[config.mk]
export PLATFORM = sky130hd
export DESIGN_NAME = html_visible_text_extractor_core
export DESIGN_NICKNAME = d
export VERILOG_FILES = /design/src/hdl/hvte_pkg.sv /design/src/hdl/hvte_front.sv /design/src/hdl/hvte_fifo.sv /design/src/hdl/hvte_back.sv /design/src/hdl/html_visible_text_extractor_core.sv
export VERILOG_INCLUDE_DIRS = /design/src /design/src/hdl
export SDC_FILE = /design/constraint.sdc
export NUM_CORES = 1
export LEC_CHECK = 0
export ABC_CLOCK_PERIOD_IN_PS = 5300
export BUFFER_PORTS_ARGS = -buffer_cell sky130_fd_sc_hd__buf_2
export CORE_MARGIN = 8
export CORE_UTILIZATION = 40
export DETAILED_ROUTE_END_ITERATION = 10
export PLACE_DENSITY = 0.62
export SLEW_MARGIN = 10
export SYNTH_ARGS = -nofsm -noshare
export SYNTH_HDL_FRONTEND = slang
export SYNTH_HIERARCHICAL = 1
export SYNTH_SLANG_ARGS = --single-unit
[constraint.sdc]
create_clock -name clk -period 5.3 [get_ports clk]
set_input_delay 0.53 -clock clk [delete_from_list [all_inputs] [get_ports clk]]
set_output_delay 0.53 -clock clk [all_outputs]
set_load 0.005 [all_outputs]
[src/hdl/html_visible_text_extractor_core_assert.svh]
// Assertion macros shared by the extractor RTL.
`ifndef HTML_VISIBLE_TEXT_EXTRACTOR_CORE_ASSERT_SVH
`define HTML_VISIBLE_TEXT_EXTRACTOR_CORE_ASSERT_SVH

// Same-cycle implication, sampled on clk, off during rst.
`define HVTE_ASSERT_IMP(name, a, c) \
  name: assert property (@(posedge clk) disable iff (rst) (a) |-> (c)) \
    else $error("hvte assertion failed");

// Next-cycle implication, sampled on clk, off during rst.
`define HVTE_ASSERT_NEXT(name, a, c) \
  name: assert property (@(posedge clk) disable iff (rst) (a) |=> (c)) \
    else $error("hvte assertion failed");

`endif

[src/hdl/hvte_pkg.sv]
// Types, constants and pattern tables of the HTML visible text extractor.
package hvte_pkg;

  localparam int COUNT_BITS = 16;
  localparam int CFG_W      = 16;
  localparam int CMP_W      = (COUNT_BITS > CFG_W) ? COUNT_BITS : CFG_W;

  // Queue depth must be a power of two (pointers wrap naturally).
  localparam int FIFO_DEPTH = 4;
  localparam int FIFO_AW    = $clog2(FIFO_DEPTH);
  localparam int FIFO_CW    = $clog2(FIFO_DEPTH + 1);

  localparam logic [7:0] CH_LT = 8'h3C;
  localparam logic [7:0] CH_GT = 8'h3E;
  localparam logic [7:0] CH_SP = 8'h20;

  localparam logic [3:0] LEN_H1        = 4'd5;
  localparam logic [3:0] LEN_SCR_OPEN  = 4'd7;
  localparam logic [3:0] LEN_STY_OPEN  = 4'd6;
  localparam logic [3:0] LEN_SCR_CLOSE = 4'd9;
  localparam logic [3:0] LEN_STY_CLOSE = 4'd8;

  localparam logic CFG_IDX_MAX_LEN = 1'b0;

  typedef enum logic [1:0] {
    MODE_SEEK,
    MODE_TEXT,
    MODE_SKIP_SCRIPT,
    MODE_SKIP_STYLE
  } mode_t;

  typedef enum logic [2:0] {
    PAT_H1,
    PAT_SCR_OPEN,
    PAT_SCR_CLOSE,
    PAT_STY_OPEN,
    PAT_STY_CLOSE
  } pat_t;

  typedef struct packed {
    logic [7:0] data;
    logic       last;
    logic       is_lt;
    logic       is_gt;
    logic       is_ws;
  } beat_t;

  typedef struct packed {
    logic result;
    logic doc_clear;
  } back_stat_t;

  function automatic logic [3:0] pat_len(input pat_t p);
    logic [3:0] len;
    unique case (p)
      PAT_H1:        len = LEN_H1;
      PAT_SCR_OPEN:  len = LEN_SCR_OPEN;
      PAT_SCR_CLOSE: len = LEN_SCR_CLOSE;
      PAT_STY_OPEN:  len = LEN_STY_OPEN;
      PAT_STY_CLOSE: len = LEN_STY_CLOSE;
      default:       len = 4'd0;
    endcase
    return len;
  endfunction

  function automatic logic [7:0] pat_char(input pat_t p, input logic [3:0] pos);
    logic [7:0] c;
    c = 8'h00;
    unique case (p)
      PAT_H1: begin
        case (pos)
          4'd0: c = "<";
          4'd1: c = "/";
          4'd2: c = "h";
          4'd3: c = "1";
          4'd4: c = ">";
          default: c = 8'h00;
        endcase
      end
      PAT_SCR_OPEN: begin
        case (pos)
          4'd0: c = "<";
          4'd1: c = "s";
          4'd2: c = "c";
          4'd3: c = "r";
          4'd4: c = "i";
          4'd5: c = "p";
          4'd6: c = "t";
          default: c = 8'h00;
        endcase
      end
      PAT_SCR_CLOSE: begin
        case (pos)
          4'd0: c = "<";
          4'd1: c = "/";
          4'd2: c = "s";
          4'd3: c = "c";
          4'd4: c = "r";
          4'd5: c = "i";
          4'd6: c = "p";
          4'd7: c = "t";
          4'd8: c = ">";
          default: c = 8'h00;
        endcase
      end
      PAT_STY_OPEN: begin
        case (pos)
          4'd0: c = "<";
          4'd1: c = "s";
          4'd2: c = "t";
          4'd3: c = "y";
          4'd4: c = "l";
          4'd5: c = "e";
          default: c = 8'h00;
        endcase
      end
      PAT_STY_CLOSE: begin
        case (pos)
          4'd0: c = "<";
          4'd1: c = "/";
          4'd2: c = "s";
          4'd3: c = "t";
          4'd4: c = "y";
          4'd5: c = "l";
          4'd6: c = "e";
          4'd7: c = ">";
          default: c = 8'h00;
        endcase
      end
      default: c = 8'h00;
    endcase
    return c;
  endfunction

  // '<' only starts a pattern, so a mismatch restarts at 0 or 1.
  function automatic logic [3:0] match_step(input pat_t p, input logic [3:0] pos,
                                            input logic [7:0] b);
    logic [3:0] n;
    if (pos < pat_len(p) && b == pat_char(p, pos)) begin
      n = pos + 4'd1;
    end else begin
      n = (b == CH_LT) ? 4'd1 : 4'd0;
    end
    return n;
  endfunction

endpackage

[src/hdl/hvte_front.sv]
// Input side: accepts document beats, classifies each byte and queues it.
module hvte_front (
  input  logic          s_tvalid,
  output logic          s_tready,
  input  logic [7:0]    s_tdata,   // doc_byte
  input  logic          s_tlast,   // doc_last
  input  logic          full,
  output logic          push,
  output hvte_pkg::beat_t beat
);
  import hvte_pkg::*;

  assign s_tready = !full;
  assign push     = s_tvalid && !full;

  always_comb begin
    beat.data  = s_tdata;
    beat.last  = s_tlast;
    beat.is_lt = (s_tdata == CH_LT);
    beat.is_gt = (s_tdata == CH_GT);
    beat.is_ws = (s_tdata == CH_SP) || (s_tdata >= 8'h09 && s_tdata <= 8'h0D);
  end

endmodule

[src/hdl/hvte_fifo.sv]
// Short queue of classified beats between front and back.
module hvte_fifo (
  input  logic            clk,
  input  logic            rst,
  input  logic            push,
  input  hvte_pkg::beat_t push_beat,
  input  logic            pop,
  output logic            full,
  output logic            head_valid,
  output hvte_pkg::beat_t head
);
  import hvte_pkg::*;

  beat_t                mem [FIFO_DEPTH];
  logic [FIFO_AW-1:0]   wr_ptr;
  logic [FIFO_AW-1:0]   rd_ptr;
  logic [FIFO_CW-1:0]   count;

  assign full       = (count == FIFO_CW'(FIFO_DEPTH));
  assign head_valid = (count != '0);
  assign head       = mem[rd_ptr];

  always_ff @(posedge clk) begin
    if (push) begin
      mem[wr_ptr] <= push_beat;
    end
  end

  always_ff @(posedge clk) begin
    if (rst) begin
      wr_ptr <= '0;
      rd_ptr <= '0;
      count  <= '0;
    end else begin
      if (push) begin
        wr_ptr <= wr_ptr + 1'b1;
      end
      if (pop) begin
        rd_ptr <= rd_ptr + 1'b1;
      end
      unique case ({push, pop})
        2'b10:   count <= count + 1'b1;
        2'b01:   count <= count - 1'b1;
        2'b00,
        2'b11:   count <= count;
        default: count <= count;
      endcase
    end
  end

endmodule

[src/hdl/hvte_back.sv]
// Back end: scan state machine, text flags, length limit and result register.
module hvte_back (
  input  logic                      clk,
  input  logic                      rst,
  input  logic                      head_valid,
  input  hvte_pkg::beat_t           head,
  output logic                      pop,
  input  logic [hvte_pkg::CFG_W-1:0] max_text_len,
  output logic                      m_tvalid,
  input  logic                      m_tready,
  output logic [7:0]                m_tdata,   // text_byte
  output logic                      m_tlast,   // text_end
  output logic                      m_tuser,   // byte_valid
  output hvte_pkg::back_stat_t      stat
);
  import hvte_pkg::*;

  mode_t                 mode, mode_next;
  logic [2:0]            h_pos, h_pos_next;
  logic [2:0]            scr_pos, scr_pos_next;
  logic [2:0]            sty_pos, sty_pos_next;
  logic [3:0]            cls_pos, cls_pos_next;
  logic                  copy, copy_next;
  logic                  prev_sp, prev_sp_next;
  logic                  sav_copy, sav_copy_next;
  logic                  sav_sp, sav_sp_next;
  logic [COUNT_BITS-1:0] count, count_next;

  logic [3:0] h_m, scr_m, sty_m, cls_m;
  pat_t       cls_pat;
  logic       room, copy_eff, emit, result;
  logic [7:0] ch;

  assign cls_pat = (mode == MODE_SKIP_SCRIPT) ? PAT_SCR_CLOSE : PAT_STY_CLOSE;
  assign h_m     = match_step(PAT_H1, {1'b0, h_pos}, head.data);
  assign scr_m   = match_step(PAT_SCR_OPEN, {1'b0, scr_pos}, head.data);
  assign sty_m   = match_step(PAT_STY_OPEN, {1'b0, sty_pos}, head.data);
  assign cls_m   = match_step(cls_pat, cls_pos, head.data);
  assign room    = (CMP_W'(count) < CMP_W'(max_text_len)) && (count != '1);
  assign copy_eff = copy && !head.is_lt;

  always_comb begin
    mode_next     = mode;
    h_pos_next    = h_pos;
    scr_pos_next  = scr_pos;
    sty_pos_next  = sty_pos;
    cls_pos_next  = cls_pos;
    copy_next     = copy;
    prev_sp_next  = prev_sp;
    sav_copy_next = sav_copy;
    sav_sp_next   = sav_sp;
    count_next    = count;
    emit          = 1'b0;
    ch            = 8'h00;
    unique case (mode)
      MODE_SEEK: begin
        if (h_m == LEN_H1) begin
          mode_next    = MODE_TEXT;
          h_pos_next   = '0;
          scr_pos_next = '0;
          sty_pos_next = '0;
          copy_next    = 1'b1;
          prev_sp_next = 1'b0;
        end else begin
          h_pos_next = h_m[2:0];
        end
      end
      MODE_TEXT: begin
        if (head.is_lt) begin
          sav_copy_next = copy;
          sav_sp_next   = prev_sp;
        end
        if (scr_m == LEN_SCR_OPEN || sty_m == LEN_STY_OPEN) begin
          mode_next    = (scr_m == LEN_SCR_OPEN) ? MODE_SKIP_SCRIPT : MODE_SKIP_STYLE;
          scr_pos_next = '0;
          sty_pos_next = '0;
          cls_pos_next = '0;
        end else begin
          scr_pos_next = scr_m[2:0];
          sty_pos_next = sty_m[2:0];
          if (head.is_ws) begin
            emit = copy_eff && !prev_sp && room;
            ch   = CH_SP;
          end else begin
            emit = copy_eff && room;
            ch   = head.data;
          end
          prev_sp_next = head.is_ws;
          copy_next    = head.is_gt ? 1'b1 : copy_eff;
          if (emit) begin
            count_next = count + 1'b1;
          end
        end
      end
      MODE_SKIP_SCRIPT,
      MODE_SKIP_STYLE: begin
        if (cls_m == pat_len(cls_pat)) begin
          mode_next    = MODE_TEXT;
          cls_pos_next = '0;
          copy_next    = sav_copy;
          prev_sp_next = sav_sp;
        end else begin
          cls_pos_next = cls_m;
        end
      end
      default: mode_next = mode;
    endcase
    if (head.last) begin
      mode_next     = MODE_SEEK;
      h_pos_next    = '0;
      scr_pos_next  = '0;
      sty_pos_next  = '0;
      cls_pos_next  = '0;
      copy_next     = 1'b1;
      prev_sp_next  = 1'b0;
      sav_copy_next = 1'b1;
      sav_sp_next   = 1'b0;
      count_next    = '0;
    end
  end

  assign result = emit || head.last;
  assign pop    = head_valid && (!result || !m_tvalid || m_tready);

  assign stat.result    = result;
  assign stat.doc_clear = (mode == MODE_SEEK) && (h_pos == '0) && (scr_pos == '0) &&
                          (sty_pos == '0) && (cls_pos == '0) && copy && !prev_sp &&
                          sav_copy && !sav_sp && (count == '0);

  always_ff @(posedge clk) begin
    if (rst) begin
      mode     <= MODE_SEEK;
      h_pos    <= '0;
      scr_pos  <= '0;
      sty_pos  <= '0;
      cls_pos  <= '0;
      copy     <= 1'b1;
      prev_sp  <= 1'b0;
      sav_copy <= 1'b1;
      sav_sp   <= 1'b0;
      count    <= '0;
      m_tvalid <= 1'b0;
    end else begin
      if (pop) begin
        mode     <= mode_next;
        h_pos    <= h_pos_next;
        scr_pos  <= scr_pos_next;
        sty_pos  <= sty_pos_next;
        cls_pos  <= cls_pos_next;
        copy     <= copy_next;
        prev_sp  <= prev_sp_next;
        sav_copy <= sav_copy_next;
        sav_sp   <= sav_sp_next;
        count    <= count_next;
      end
      if (pop && result) begin
        m_tvalid <= 1'b1;
      end else if (m_tready) begin
        m_tvalid <= 1'b0;
      end
    end
  end

  always_ff @(posedge clk) begin
    if (pop && result) begin
      m_tdata <= emit ? ch : 8'h00;
      m_tuser <= emit;
      m_tlast <= head.last;
    end
  end

endmodule

[src/hdl/html_visible_text_extractor_core.sv]
// Top level of the HTML visible text extractor. Takes one document byte per
// beat and, once the first "</h1>" has passed, returns the visible text:
// tags dropped, whitespace runs folded to one space, script and style
// elements skipped, at most max_text_len bytes per document. A result beat
// leaves for every emitted byte and for the document's last byte (tlast).
// The block accepts one byte per cycle while its queue is not full. A byte
// enters a 4-entry queue, the back end pops it from the queue head and
// registers its result in the output register as it pops, so a result beat
// is offered from that register and throughput is set only by m_tready.
`include "html_visible_text_extractor_core_assert.svh"

module html_visible_text_extractor_core (
  input  logic        clk,
  input  logic        rst,
  input  logic        s_tvalid,
  output logic        s_tready,
  input  logic [7:0]  s_tdata,   // doc_byte
  input  logic        s_tlast,   // doc_last
  output logic        m_tvalid,
  input  logic        m_tready,
  output logic [7:0]  m_tdata,   // text_byte
  output logic        m_tlast,   // text_end
  output logic        m_tuser,   // byte_valid
  input  logic        psel,
  input  logic        penable,
  input  logic        pwrite,
  input  logic [2:0]  paddr,
  input  logic [31:0] pwdata,
  output logic [31:0] prdata,
  output logic        pready
);
  import hvte_pkg::*;

  logic             full, push, pop, head_valid;
  beat_t            push_beat, head;
  back_stat_t       stat;
  logic [CFG_W-1:0] max_text_len;

  assign pready = 1'b1;
  assign prdata = (paddr[2] == CFG_IDX_MAX_LEN) ? {{(32-CFG_W){1'b0}}, max_text_len} : 32'h0;

  always_ff @(posedge clk) begin
    if (rst) begin
      max_text_len <= '1;
    end else if (psel && penable && pwrite && pready && paddr[2] == CFG_IDX_MAX_LEN) begin
      max_text_len <= pwdata[CFG_W-1:0];
    end
  end

  hvte_front u_front (
    .s_tvalid (s_tvalid),
    .s_tready (s_tready),
    .s_tdata  (s_tdata),
    .s_tlast  (s_tlast),
    .full     (full),
    .push     (push),
    .beat     (push_beat)
  );

  hvte_fifo u_fifo (
    .clk        (clk),
    .rst        (rst),
    .push       (push),
    .push_beat  (push_beat),
    .pop        (pop),
    .full       (full),
    .head_valid (head_valid),
    .head       (head)
  );

  hvte_back u_back (
    .clk          (clk),
    .rst          (rst),
    .head_valid   (head_valid),
    .head         (head),
    .pop          (pop),
    .max_text_len (max_text_len),
    .m_tvalid     (m_tvalid),
    .m_tready     (m_tready),
    .m_tdata      (m_tdata),
    .m_tlast      (m_tlast),
    .m_tuser      (m_tuser),
    .stat         (stat)
  );

  `HVTE_ASSERT_NEXT(a_push_lands, s_tvalid && s_tready && !pop, head_valid)
  `HVTE_ASSERT_NEXT(a_result_shown, pop && stat.result, m_tvalid)
  `HVTE_ASSERT_NEXT(a_last_clears, pop && head.last, stat.doc_clear)
  `HVTE_ASSERT_IMP(a_pop_has_item, pop, head_valid)

endmodule
==> After elaboration in Yosys (flattened, before gate mapping) <==
Memories as Yosys holds them, arrays and structs flattened. A register that Yosys moved wholly into a read port is not among the register bits.
Cells that the tools add are included.
{ "classes": {"addsub": 9, "n_lt_le_gt_ge": 7, "eq_ne": 50, "muxes": 75, "bitwise": 3, "reduce_logical": 52} }
{ "op_table": {"columns": ["op", "n"], "rows": [
  ["case mux 7 bit (7 select lines)", 2],
  ["case mux 7 bit (6 select lines)", 2],
  ["2-to-1 mux 16 bit", 5],
  ["case mux 7 bit (5 select lines)", 2],
  ["2-to-1 mux 4 bit", 10],
  ["case mux 8 bit (5 select lines)", 1],
  ["2-to-1 mux 3 bit", 11],
  ["== test 8 x 6 -> 1 bit, second input constant", 4],
  ["2-to-1 mux 1 bit", 26],
  ["== test 3 x 2 -> 1 bit, second input constant", 8],
  ["== test 3 bit, second input constant", 8],
  ["== test 4 x 3 -> 1 bit, second input constant", 6],
  ["== test 8 x 7 -> 1 bit", 3],
  ["case mux 4 bit (5 select lines)", 1],
  ["case mux 3 bit (2 select lines)", 3],
  ["adder 16 x 1 -> 16 bit, second input constant", 1],
  ["logical AND 1 bit", 16],
  ["less-than comparator 16 bit", 1],
  ["inequality test 16 bit, second input constant", 1],
  ["adder 3 x 1 -> 4 bit, second input constant", 3],
  ["== test 3 x 1 -> 1 bit, second input constant", 4],
  ["zero test 3 bit", 4],
  ["2-to-1 mux 2 bit", 6],
  ["AND reduction 4 bit", 3],
  ["34 further kinds", 65]
]} }
{ "word_totals": {"ff_bits": 69, "mem_bits_rw": 48, "romBits": 160, "in_bits": 51, "output_inout_bits": 45, "wordCells": 218, "n_memories": 3} }
{ "memory_table": {"columns": ["name", "words", "word_bits", "rd", "rd_ports_with_merged_regs", "wr", "line_no", "source"], "rows": [
  ["(name not given)", 16, 7, 1, 1, 0, "hvte_pkg.sv:93", "case (pos)"],
  ["(name not given)", 8, 6, 1, 1, 0, "hvte_pkg.sv:118", "case (pos)"],
  ["u_fifo.mem", 4, 12, 1, 1, 1, "hvte_fifo.sv:14", "beat_t mem [FIFO_DEPTH];"]
]} }

==> Depth between registers and ports, before layout <==
{ "logic_depth": {"word_depth": 19, "mapped_depth": 17, "depth_no_buf": 16} }

==> Hierarchy <==
Netlist, hierarchy kept.
{ "by_module_without_submodules": {"columns": ["mod", "instances", "cells_each", "area_per_inst_um2", "seq_area_each_um2"], "rows": [
  ["hvte_back", 1, 544, 4504.3, 1281.2],
  ["hvte_fifo", 1, 109, 2170.8, 1621.6],
  ["html_visible_text_extractor_core", 1, 106, 907.1, 320.3],
  ["hvte_front", 1, 24, 170.2, 0.0]
]} }

==> Worst setup path after synthesis <==
Ideal clock, no wire load.
{ "synth_timing": {"kind": "register to register", "startpoint": "register with a tool-made name", "endpoint": "register u_fifo.count[2]", "setup_ps": 70, "t_arrival_ps": 3953, "required_time_ps": 5230, "path_slack_ps": 1277, "path_stages_with_launch": 17, "path_buffers": 2, "period_less_slack_ps": 4023, "cell_sequence": "dfxtp_1 -> buf_6 -> mux4_2 -> or3_1 -> a211oi_1 -> o22ai_1 -> nor3b_1 -> a22o_1 -> buf_2 -> o21ai_1 -> inv_1 -> ha_1 -> inv_1 -> fa_1 -> xor2_1 -> or3_1 -> a21oi_1"} }
{ "synth_lines": {"columns": ["item", "line_no", "source"], "rows": [
  ["to (signal assigned)", "hvte_fifo.sv:42", "2'b10: count <= count + 1'b1;"],
  ["to (signal assigned)", "hvte_fifo.sv:43", "2'b01: count <= count - 1'b1;"],
  ["to (signal assigned)", "hvte_fifo.sv:45", "2'b11: count <= count;"],
  ["to (decl)", "hvte_fifo.sv:17", "logic [FIFO_CW-1:0] count;"]
]} }

==> impl_metrics.toml <==
[place]
gp_congestion = 0.798
io_buffers = 60
pre_cts_ws_ns = 0.844
dp_cells = 1031
dp_hpwl_mm = 12.3

[die]
fp.dieArea_um2 = 23900
coreArea_um2 = 18800
die_h_um = 154
core.rowCount = 50
io_pins = 96
start_util_pct = 40.9
dieWidth_um = 154

[critical_path]
cp_data_arrival_time_ns = 4.78
crit_fanout = 13
cp-end-kind = "register"
rr_worst_depth = 14
worst-r2r-setup-slack_ns = 0.83
cp-start-kind = "register"
critical_path_class = "register to register"
cp.required_ns = 5.62

[detailed_routing]
drc = 0
viasPerCell = 5.26
drtIter0Drc = 327
wl_per_cell_um = 16.1
first_pass_iters = 5
routed_wl_mm = 17.1
ant_nets = 0
vias = 5593

[grt]
grt_max_degree = 60
grt_usage_pct = 14.8
grt.overflow.total = 0
first_global_vias = 5337
grt_pass1_wl_mm = 28.1
antenna_found_initial = 0

[logic_synthesis]
synth_warnings = 6
synth.cell_area_um2 = 7670
synthCells = 771
syn_area_per_cell_um2 = 9.95

[layout]
diodes = 0
drive_gt1_share_pct = 17.0
area_growth_pct = 12.4
instances_no_fill = 1063
nets = 913

[timing]
fin_worst_skew_ns = 0.0130
worstMarginPinSlew_ns = 0.974
maxSlewHeadroom_pct = 35.0
min_period_over_period_pct = 84.3
post-route-min-period_ns = 4.47
rsz0062_at_grt = "no"
setup-violations-final = 0
final.setup.worst_slack_ns = 0.834
setup_tns_ns = 0
hold_viol = 0
clock.fmax_mhz = 224
slew_viol_final = 0

[clocking]
clock_sinks = 132
root_buffer = "clkbuf_16"
cts_buffers = 17
postCtsHoldBufs = 0
clkTransAtPathRegs_ns = 0.06
htreeDepth = 4
ctsResizeCount = 0
postCtsSetupBuffers = 0
clockBufferDepth = 2
cts_tree = "done"
insertion_delay_ns = 0.43

[power]
pwr_density_cell_nw_per_um2 = 402
ir_drop_mv = 0.328
p_leak_nw = 3.42

[worst_hold_path]
hold_path.class = "input pin to register"

[status]
status = "finished, final reports clean"

[flow_run]
drv_cap = 0
## metal layers
metal  vias to the layer above  track usage, %  routed length, µm
met5                         -               0                  0
met4                         0            4.95                221
met3                        20            3.34                586
met2                        93            23.6               7930
met1                      2667            19.3               8340
li1                       2813               -                  -
## report_power, final
group	switching, mW	leakage (nW)	internal [mW]
Clock	0.465	0.293	0.723
Sequential	0.0633	1.14	1.19
Combinational	0.644	1.99	0.386
## worst max-delay path, cell delays in order (launching register included)
cell and delay [ns]:
dfxtp_1 0.62, mux4_2 0.75, or3_1 0.41, a211oi_1 0.21
o22ai_1 0.12, nor4bb_1 0.61, a21oi_2 0.26, nand3b_1 0.28
a21oi_2 0.16, buf_4 0.17, inv_1 0.10, ha_1 0.20
inv_1 0.10, nor2_1 0.08, a211o_1 0.30
## per-stage QoR
stage / total power, mW / utilization [%] / instance area (µm²) / hold slack (ns)
after global placement: 2.28 / 42.7 / 8010 / 0.464
after global routing: 3.65 / 45.9 / 8620 / 0.306
final: 3.47 / 45.9 / 8620 / 0.315
after detailed placement: 2.29 / 42.7 / 8010 / 0.472
after CTS: 3.50 / 45.9 / 8620 / 0.295
after floorplan: 2.02 / - / 7720 / 0.450
## cell type report
| class | count | area [µm²] |
|---|---|---|
| tap | 234 | 293 |
| multi-input combinational | 540 | 3910 |
| clock inverter | 11 | 110 |
| clock buffer | 21 | 494 |
| fill | 1779 | 10100 |
| sequential | 132 | 3220 |
| inverter | 54 | 203 |
| timing repair buffer | 71 | 383 |
## cell usage in the layout, fill, tap and decap left out, drive strengths merged, types with 5 or more instances in the layout
cell     n
xor2    10
and2    15
or4     12
a21o     7
conb    17
and2b    6
nor2    72
xnor2   14
a21oi   41
a211oi   7
ha      45
or3     11
nand2   33
nor3b   10
o21ai   30
inv     60
nand2b   9
nor3    13
nor4    10
mux2     5
dfxtp   74
clkbuf  21
mux2i   30
edfxtp  58
nand4   10
nor2b   23
nand3   17
mux4    12
buf     71
and3    14
o31ai    9
## worst min-delay path by stage
stage,cells past startpoint,to,start
finish,1,u_fifo/mem[1][3],s_tlast
global route,1,u_fifo/mem[1][3],s_tlast
CTS,1,u_fifo/mem[1][3],s_tlast
detailed placement,2,u_back/sav_sp,u_back/sav_sp
global placement,2,u_back/sav_sp,u_back/sav_sp
floorplan,2,u_back/sav_sp,u_back/sav_sp
Note: power is estimated with default switching activity, not from simulation.
